[config.mk]
export PLATFORM = sky130hd
export DESIGN_NAME = gpio_bank_with_edge_interrupts_unit
export DESIGN_NICKNAME = d
export VERILOG_FILES = /design/src/sv/gbei_pkg.sv /design/src/sv/gpio_bank_with_edge_interrupts_unit.sv
export VERILOG_INCLUDE_DIRS = /design/src /design/src/sv
export SDC_FILE = /design/constraint.sdc
export NUM_CORES = 1
export LEC_CHECK = 0
export BUFFER_PORTS_ARGS = -buffer_cell sky130_fd_sc_hd__buf_2
export CAP_MARGIN = 20
export CORE_UTILIZATION = 54
export DETAILED_ROUTE_END_ITERATION = 10
export PLACE_DENSITY_LB_ADDON = 0.2
export SYNTH_ARGS = -nofsm -noshare
export SYNTH_HDL_FRONTEND = slang
export SYNTH_SLANG_ARGS = --single-unit
[constraint.sdc]
create_clock -name clk -period 9.1 [get_ports clk]
set_input_delay 0.91 -clock clk [delete_from_list [all_inputs] [get_ports clk]]
set_output_delay 0.91 -clock clk [all_outputs]
set_load 0.03 [all_outputs]
[src/sv/assert_macros.svh]
// Assertion helpers used by the pin bank RTL.
`ifndef ASSERT_MACROS_SVH
`define ASSERT_MACROS_SVH

// Check a property on every rising edge outside reset.
`define GB_ASSERT(label, prop, msg) \
  label: assert property (@(posedge clk) disable iff (!rst_n) (prop)) else $error(msg);

// Check that a condition in one cycle implies another in the next cycle.
`define GB_ASSERT_NEXT(label, ante, cons, msg) \
  label: assert property (@(posedge clk) disable iff (!rst_n) (ante) |=> (cons)) \
    else $error(msg);

`endif

[src/sv/gbei_pkg.sv]
`timescale 1ns / 1ps
// ----------------------------------------------------------------------------
// gbei_pkg
// Types, codes and helpers of the pin bank with edge interrupts.
// ----------------------------------------------------------------------------
package gbei_pkg;

  localparam int unsigned DATA_W    = 32;
  localparam int unsigned LEVEL_W   = 30;
  localparam int unsigned GRP_IDX_W = 2;
  localparam int unsigned SEL_W     = 4;
  localparam int unsigned MAX_GRPS  = 4;
  localparam int unsigned GRP_PINS  = 8;
  localparam int unsigned BITS_PER_PIN = 4;
  localparam int unsigned EVENT_BIT = 3;

  // Beat kinds
  typedef enum logic [1:0] {
    KIND_READ   = 2'd0,
    KIND_WRITE  = 2'd1,
    KIND_SAMPLE = 2'd2
  } kind_t;

  // Register map
  typedef enum logic [SEL_W-1:0] {
    REG_OUT     = 4'd0,
    REG_OUT_SET = 4'd1,
    REG_OUT_CLR = 4'd2,
    REG_OUT_XOR = 4'd3,
    REG_OE      = 4'd4,
    REG_OE_SET  = 4'd5,
    REG_OE_CLR  = 4'd6,
    REG_INTR    = 4'd7,
    REG_INTE    = 4'd8,
    REG_INTS    = 4'd9,
    REG_IN      = 4'd10
  } reg_sel_t;

  // Spread eight pin events of a group to bit 4*i+3 of a register word.
  function automatic logic [DATA_W-1:0] spread_events(logic [GRP_PINS-1:0] ev);
    logic [DATA_W-1:0] w;
    w = '0;
    for (int i = 0; i < GRP_PINS; i++) begin
      w[BITS_PER_PIN*i + EVENT_BIT] = ev[i];
    end
    return w;
  endfunction

endpackage

[src/sv/gpio_bank_with_edge_interrupts_unit.sv]
`timescale 1ns / 1ps
// ----------------------------------------------------------------------------
// gpio_bank_with_edge_interrupts_unit
// Pin bank registers: output and output-enable words with set, clear and
// toggle aliases, rising-edge event latching, grouped interrupt registers.
// ----------------------------------------------------------------------------
// Usage:
//   Input stream (in_*): each beat is a bus read, a bus write or a pin sample,
//   chosen by in_tuser. in_tdata carries the register select, the interrupt
//   group, the write word and the sampled pin levels.
//   Result stream (out_*): exactly one beat per input beat, in order, with
//   the read word (zero for writes and samples), the output and output-enable
//   words after the access, and the irq flag after the access.
//   Pipeline: an accepted beat is registered in the input register, processed,
//   and its result is loaded into the result register once that slot is free.
//   Throughput: one beat per cycle while out_tready is high; the whole access is one pass of logic
//   between the input register and the result register.
//   Stall: when out_tready is low the result holds, the input register fills
//   and in_tready then drops; nothing is lost or repeated.
//   Reset: rst_n low clears both pipeline valids, the output and enable
//   words, the last sampled levels, pending events and all group enables.
// ----------------------------------------------------------------------------
`include "assert_macros.svh"

module gpio_bank_with_edge_interrupts_unit #(
  parameter int unsigned NUM_PINS   = 30,
  parameter int unsigned NUM_GROUPS = 4
) (
  input  logic                       clk,
  input  logic                       rst_n,
  input  logic                       in_tvalid,
  output logic                       in_tready,
  // [3:0] reg_select, [5:4] group, [37:6] write_data, [67:38] pin_levels
  input  logic [71:0]                in_tdata,
  // [1:0] kind
  input  logic [1:0]                 in_tuser,
  output logic                       out_tvalid,
  input  logic                       out_tready,
  // [31:0] read_data, [61:32] out_levels, [91:62] out_enables, [92] irq
  output logic [95:0]                out_tdata
);
  import gbei_pkg::*;

  localparam int unsigned GRP_W = (NUM_GROUPS > 1) ? $clog2(NUM_GROUPS) : 1;

  // Input register
  logic                   s1_valid_r;
  logic [1:0]             s1_kind_r;
  logic [SEL_W-1:0]       s1_sel_r;
  logic [GRP_IDX_W-1:0]   s1_grp_r;
  logic [DATA_W-1:0]      s1_data_r;
  logic [LEVEL_W-1:0]     s1_lvl_r;

  // Result register
  logic                   out_valid_r;
  logic [DATA_W-1:0]      rd_r;
  logic [LEVEL_W-1:0]     lvl_out_r;
  logic [LEVEL_W-1:0]     oe_out_r;
  logic                   irq_r;

  // Bank state
  logic [NUM_PINS-1:0]    out_word_r, out_word_nxt;
  logic [NUM_PINS-1:0]    oe_word_r, oe_word_nxt;
  logic [NUM_PINS-1:0]    last_lvl_r, last_lvl_nxt;
  logic [NUM_PINS-1:0]    events_r, events_nxt;
  logic [DATA_W-1:0]      irq_ena_r [NUM_GROUPS];
  logic [DATA_W-1:0]      irq_ena_nxt [NUM_GROUPS];

  logic                   s1_adv;
  logic                   grp_present;
  logic [GRP_W-1:0]       grp_idx;
  logic [NUM_PINS-1:0]    pdata;
  logic [NUM_PINS-1:0]    levels;
  logic [DATA_W-1:0]      lvl32;
  logic [DATA_W-1:0]      ev_cur32, ev_nxt32;
  logic [DATA_W-1:0]      clr32;
  logic [DATA_W-1:0]      gev_cur [MAX_GRPS];
  logic [DATA_W-1:0]      gev_nxt [MAX_GRPS];
  logic [DATA_W-1:0]      grp_ena;
  logic [DATA_W-1:0]      rd_nxt;
  logic                   irq_nxt;
  logic                   irq_cur;

  // Handshake: advance the input register when the result slot frees up
  assign s1_adv     = s1_valid_r && (!out_valid_r || out_tready);
  assign in_tready  = !s1_valid_r || s1_adv;
  assign out_tvalid = out_valid_r;
  assign out_tdata  = {3'b000, irq_r, oe_out_r, lvl_out_r, rd_r};

  // Operand decode
  assign grp_present = 32'(s1_grp_r) < NUM_GROUPS;
  assign grp_idx     = s1_grp_r[GRP_W-1:0];
  assign pdata       = s1_data_r[NUM_PINS-1:0];
  assign lvl32       = 32'(s1_lvl_r);
  assign levels      = lvl32[NUM_PINS-1:0];
  assign ev_cur32    = 32'(events_r);
  assign grp_ena     = grp_present ? irq_ena_r[grp_idx] : '0;

  // Clear mask: pin 8g+i drops when bit 4i+3 of the written word is set
  always_comb begin
    clr32 = '0;
    for (int p = 0; p < DATA_W; p++) begin
      clr32[p] = (p / GRP_PINS == 32'(s1_grp_r)) &&
                 s1_data_r[BITS_PER_PIN*(p % GRP_PINS) + EVENT_BIT];
    end
  end

  // Group views of the current events
  always_comb begin
    for (int k = 0; k < MAX_GRPS; k++) begin
      gev_cur[k] = spread_events(ev_cur32[GRP_PINS*k +: GRP_PINS]);
    end
  end

  // Next state of the bank and the read word
  always_comb begin
    out_word_nxt = out_word_r;
    oe_word_nxt  = oe_word_r;
    last_lvl_nxt = last_lvl_r;
    events_nxt   = events_r;
    for (int k = 0; k < NUM_GROUPS; k++) begin
      irq_ena_nxt[k] = irq_ena_r[k];
    end
    rd_nxt = '0;
    case (s1_kind_r)
      KIND_READ: begin
        case (s1_sel_r)
          REG_OUT:  rd_nxt = 32'(out_word_r);
          REG_OE:   rd_nxt = 32'(oe_word_r);
          REG_INTR: rd_nxt = grp_present ? gev_cur[s1_grp_r] : '0;
          REG_INTE: rd_nxt = grp_ena;
          REG_INTS: rd_nxt = grp_present ? (gev_cur[s1_grp_r] & grp_ena) : '0;
          REG_IN:   rd_nxt = 32'(last_lvl_r);
          default:  rd_nxt = '0;
        endcase
      end
      KIND_WRITE: begin
        case (s1_sel_r)
          REG_OUT:     out_word_nxt = pdata;
          REG_OUT_SET: out_word_nxt = out_word_r | pdata;
          REG_OUT_CLR: out_word_nxt = out_word_r & ~pdata;
          REG_OUT_XOR: out_word_nxt = out_word_r ^ pdata;
          REG_OE:      oe_word_nxt  = pdata;
          REG_OE_SET:  oe_word_nxt  = oe_word_r | pdata;
          REG_OE_CLR:  oe_word_nxt  = oe_word_r & ~pdata;
          REG_INTR: begin
            if (grp_present) begin
              events_nxt = events_r & ~clr32[NUM_PINS-1:0];
            end
          end
          REG_INTE: begin
            if (grp_present) begin
              irq_ena_nxt[grp_idx] = s1_data_r;
            end
          end
          default: ;
        endcase
      end
      KIND_SAMPLE: begin
        events_nxt   = events_r | (levels & ~last_lvl_r);
        last_lvl_nxt = levels;
      end
      default: ;
    endcase
  end

  // Interrupt line after the access, and for the current state
  assign ev_nxt32 = 32'(events_nxt);
  always_comb begin
    irq_nxt = 1'b0;
    irq_cur = 1'b0;
    for (int k = 0; k < MAX_GRPS; k++) begin
      gev_nxt[k] = spread_events(ev_nxt32[GRP_PINS*k +: GRP_PINS]);
    end
    for (int k = 0; k < NUM_GROUPS; k++) begin
      irq_nxt = irq_nxt | (|(gev_nxt[k] & irq_ena_nxt[k]));
      irq_cur = irq_cur | (|(gev_cur[k] & irq_ena_r[k]));
    end
  end

  // Capture an input beat
  always_ff @(posedge clk) begin
    if (!rst_n) begin
      s1_valid_r <= 1'b0;
    end else if (in_tready) begin
      s1_valid_r <= in_tvalid;
    end
    if (in_tready && in_tvalid) begin
      s1_kind_r <= in_tuser;
      s1_sel_r  <= in_tdata[3:0];
      s1_grp_r  <= in_tdata[5:4];
      s1_data_r <= in_tdata[37:6];
      s1_lvl_r  <= in_tdata[67:38];
    end
  end

  // Commit state and load the result beat
  always_ff @(posedge clk) begin
    if (!rst_n) begin
      out_valid_r <= 1'b0;
      out_word_r  <= '0;
      oe_word_r   <= '0;
      last_lvl_r  <= '0;
      events_r    <= '0;
      for (int k = 0; k < NUM_GROUPS; k++) begin
        irq_ena_r[k] <= '0;
      end
    end else begin
      if (s1_adv) begin
        out_valid_r <= 1'b1;
        out_word_r  <= out_word_nxt;
        oe_word_r   <= oe_word_nxt;
        last_lvl_r  <= last_lvl_nxt;
        events_r    <= events_nxt;
        for (int k = 0; k < NUM_GROUPS; k++) begin
          irq_ena_r[k] <= irq_ena_nxt[k];
        end
      end else if (out_tready) begin
        out_valid_r <= 1'b0;
      end
    end
    if (s1_adv) begin
      rd_r      <= rd_nxt;
      lvl_out_r <= LEVEL_W'(out_word_nxt);
      oe_out_r  <= LEVEL_W'(oe_word_nxt);
      irq_r     <= irq_nxt;
    end
  end

  // Assertions
  `GB_ASSERT(a_irq_matches_state, !out_valid_r || (irq_r == irq_cur), "irq beat disagrees with state")
  `GB_ASSERT_NEXT(a_events_hold, !(s1_adv && ((s1_kind_r == KIND_SAMPLE) || ((s1_kind_r == KIND_WRITE) && (s1_sel_r == REG_INTR)))), $stable(events_r), "events changed without sample or clear")
  `GB_ASSERT_NEXT(a_levels_hold, !(s1_adv && (s1_kind_r == KIND_SAMPLE)), $stable(last_lvl_r), "sampled levels changed without a sample")

endmodule

==> flow_summary_export.csv <==
group,metric,value,unit
outcome,status,"complete, no violations",
cells_and_area,diodes,0,
cells_and_area,drive_gt1_share,16.29,%
logic_synthesis,ys.flop_type,"edfxtp_1",
routing,drt_iter0_drc,1905,
die,die-area,39220,µm²
clock_network,clock-root-buffer,"clkbuf_16",
die,rows,71,
routing,avgViaCountPerCell,6.310,
placed_design,gp_congestion,0.9728,
logic_synthesis,postSynthAreaPerCell,10.24,µm²
global_route,grt_max_degree,83,
routing,drc_errors,0,
placed_design,io_buffers,168,
logic_synthesis,synthCells,2026,
worst_setup_path,slowest_stage,"buf_4",
worst_setup_path,crit_buf_inv,3,
sta,setup_viol,0,
worst_setup_path,critPathCaptureType,"flop",
sta,slew_violations,0,
logic_synthesis,yosysSeqAreaShare,54.07,%
worst_setup_path,crit_required,9.29,ns
sta,worst_slack,4.944,ns
global_route,track_usage,32.94,%
sta,post-route-min-period,4.156,ns
worst_setup_path,crit_top_cell,"buf_4",
worst_setup_path,startpoint_type,"flop",
sta,hold_violations,0,
routing,wirelength,63660,µm
clock_network,post_cts_resized,0,
worst_setup_path,crit_fanout,76,
worst_setup_path,rrSetupSlack,4.94,ns
die,die_h,198.0,µm
worst_setup_path,crit_arrival,4.35,ns
sta,fin_skew,0.02359,ns
logic_synthesis,synth.distinct_cells,66,
job,maxCapViolations,0,
worst_setup_path,path_depth,6,
logic_synthesis,ys_async_sr_fraction,0,%
worst_setup_path,cp_top_family,"buffers and inverters",
worst_setup_path,crit_type,"flop to flop",
logic_synthesis,synth-seq-cells,415,
cells_and_area,n_fill_cell,3073,
global_route,grt_pass1_wl,96220,µm
die,ios,176,
worst_setup_path,critPathCapture,"irq_ena_r[2][1]",
sta,tightest_slew,1.149,ns
clock_network,numCtsBuffers,44,
cells_and_area,synthToLayoutAreaGrowth,12.70,%
cells_and_area,final_nets,2229,
sta,relSlewSlack,23.23,%
placed_design,dp.cells,2553,
power_and_ir_drop,vdd_drop_max,129.3,µV
routing,detail-route-antenna-nets,0,
power_and_ir_drop,leakagePower,0.008529,µW
sta,rsz0062_at_grt,"false",
clock_network,postCtsSetupBuffers,0,
worst_setup_path,reg2reg_depth,6,
logic_synthesis,synth_edf_count,291,
placed_design,dp_slack,5.011,ns
global_route,grt_overflow,0,
clock_network,cts.clk_slew.worst_paths,0.07,ns
placed_design,place_hpwl,40020,µm
clock_network,clock_path_buffers,3,
routing,drtPass1Iterations,6,
global_route,antenna_found_initial,1,
clock_network,htreeDepth,2,
die,die_w,198.0,µm
die,coreArea,37760,µm²
clock_network,clk_latency,0.59,ns
worst_setup_path,rr_endpoint,"irq_ena_r[2][1]",
worst_setup_path,r2r_start,"s1_sel_r[0]",
clock_network,postCtsHoldBufs,0,
routing,routedWlPerCell,24.16,µm
hold_path,hp-class,"flop to flop",
worst_setup_path,cp_cell_sequence,"buf_4 > nor4b_4 > buf_4 > nand2_1 > o21ai_4 > buf_4",
logic_synthesis,synth.cell_area,20750,µm²
sta,clock.fmax,0.2406,GHz
cells_and_area,fin_cells,2635,
clock_network,cts_tree,"done",
sta,tns,0,ns
clock_network,clkSinkCount,415,
worst_setup_path,setup.worst_path.start,"s1_sel_r[0]",
logic_synthesis,ys_warn_count,0,
routing,via_count,16630,
die,initial_core_util,54.97,%
worst_setup_path,crit_path_max_incr_delay,0.89,ns
global_route,grt_pass1_vias,16080,
sta,period_share,45.67,%
power_and_ir_drop,p_per_area,195.9,nW/µm²
through the flow:
step           area, µm²  hold slack, ns  util (%)  power, µW
2_1_floorplan      20760          0.4527         -       2504
3_3_place_gp       21800          0.4670     57.73       2646
3_5_place_dp       21820          0.4778     57.80       2660
4_1_cts            23390          0.4708     61.95       4595
5_1_grt            23390          0.4822     61.95       4710
6_report           23390          0.4868     61.95       4581
report_power, final:
part / internal [µW] / switching (µW)
clock: 1180 / 770
sequential: 2110 / 77.6
combinational: 149 / 300
cell usage in the layout, fill, tap and decap left out, types with 4 or more instances in the layout:
cell	instances
mux4_2	38
edfxtp_1	291
nand4_1	4
mux2_2	4
o211a_1	17
o21ai_0	10
dfxtp_1	123
a22o_1	6
clkinvlp_4	5
inv_1	84
clkinv_1	5
mux2i_1	18
a222oi_1	24
buf_2	167
o22ai_1	4
a22oi_1	6
clkbuf_16	45
nor2_1	149
clkbuf_8	5
a21oi_1	199
a211oi_1	38
a32o_1	33
nand3_1	12
a21boi_0	64
a32oi_1	9
buf_4	35
nor3_1	8
nor3b_1	33
and2_1	4
nand2_1	438
clkbuf_1	6
a211o_1	8
bufinv_16	8
ha_1	63
a221oi_1	30
clkinv_2	5
nor2b_1	17
o311ai_0	6
a31oi_1	23
nand2b_1	16
how the worst min path moves through the flow:
stage	depth (start not counted)	start	end
after floorplan	2	last_lvl_r[11]	last_lvl_r[11]
after global placement	2	last_lvl_r[4]	last_lvl_r[4]
after detailed placement	2	last_lvl_r[7]	last_lvl_r[7]
after CTS	1	in_tdata[35]	s1_data_r[29]
after global routing	1	in_tdata[23]	s1_data_r[17]
final	2	last_lvl_r[23]	last_lvl_r[23]
worst register-to-register path: stages (launching register included):
cell and delay (ns):
edfxtp_1 0.37, buf_4 0.39, nor4b_4 0.64, buf_4 0.58, nand2_1 0.19, o21ai_4 0.65, buf_4 0.90
metal layers:
| layer | global-route usage [%] | share of wire, % | wire length [µm] | vias to the layer above |
|---|---|---|---|---|
| met3 | 5.893 | 10 | 6682 | 173 |
| met2 | 51.64 | 46 | 29080 | 1033 |
| met1 | 43.98 | 39 | 25040 | 8002 |
| met4 | 16.74 | 4.5 | 2839 | 2 |
| li1 | - | - | - | 7417 |
| met5 | 0 | 0.019 | 12 | - |
cells in the mapped netlist, drive strengths merged, types with 3 or more instances:
master  instances  area, µm²
mux2i          18      180.2
nor3b          34      255.2
clkbuf        150      563.0
a211o           8      70.07
a21oi         200       1005
edfxtp        291       8738
buf            39      225.2
o22ai           4      25.02
nand2         438       1644
a32oi           9      78.83
nor3           10      61.31
nor4            3      18.77
and2            5      31.28
mux4           38      855.8
o21ai          14      70.06
a31oi          23      143.9
a22oi           6      45.04
a32o           33      330.3
o21bai          3      22.52
nand4           4      25.02
nand3          14      87.59
dfxtp         124       2482
a22o            6      52.55
a221oi         30      262.8
o311ai          6      52.55
a211oi         38      285.3
nor2          153      574.3
mux2            4      45.04
ha             63      788.3
a222oi         24      240.2
o211a          17      170.2
nand2b         19      126.4
nor2b          19      126.4
a21boi         64      480.5
inv            86      322.8
cell type report:
cell class	count	area [µm²]	share of cell area [%]
timing repair buffer	203	1126	4.815
multi-input combinational	1338	8508	36.38
tap	511	639.4	2.734
clock buffer	56	1217	5.205
clock inverter	26	347.8	1.487
sequential	415	11220	47.98
inverter	86	327.8	1.402
logic make-up after synthesis:
| family | count (synthesis) | synth area share (%) |
|---|---|---|
| flip-flops | 415 | 54.07 |
| AND/OR/NAND/NOR | 717 | 15.07 |
| adder cells (fa/ha/maj) | 63 | 3.798 |
| AO/OA/AOI/OAI | 495 | 16.48 |
| buffers and inverters | 275 | 5.354 |
| multiplexers | 60 | 5.209 |
| other | 1 | 0.01807 |
registers in the layout (all words and copies together) (netlist names), named ones only:
name and count:
levels 30, s1_kind_r 2, irq_r 1, out_word_r 30, grp_idx 2, lvl_out_r 30, rd_r 32, out_tvalid 1
oe_word_r 30, oe_out_r 30, last_lvl_r 30, s1_data_r 32, irq_ena_r 128, s1_valid_r 1, events_r 30, s1_sel_r 4
Note: power is estimated with default switching activity, not from simulation.
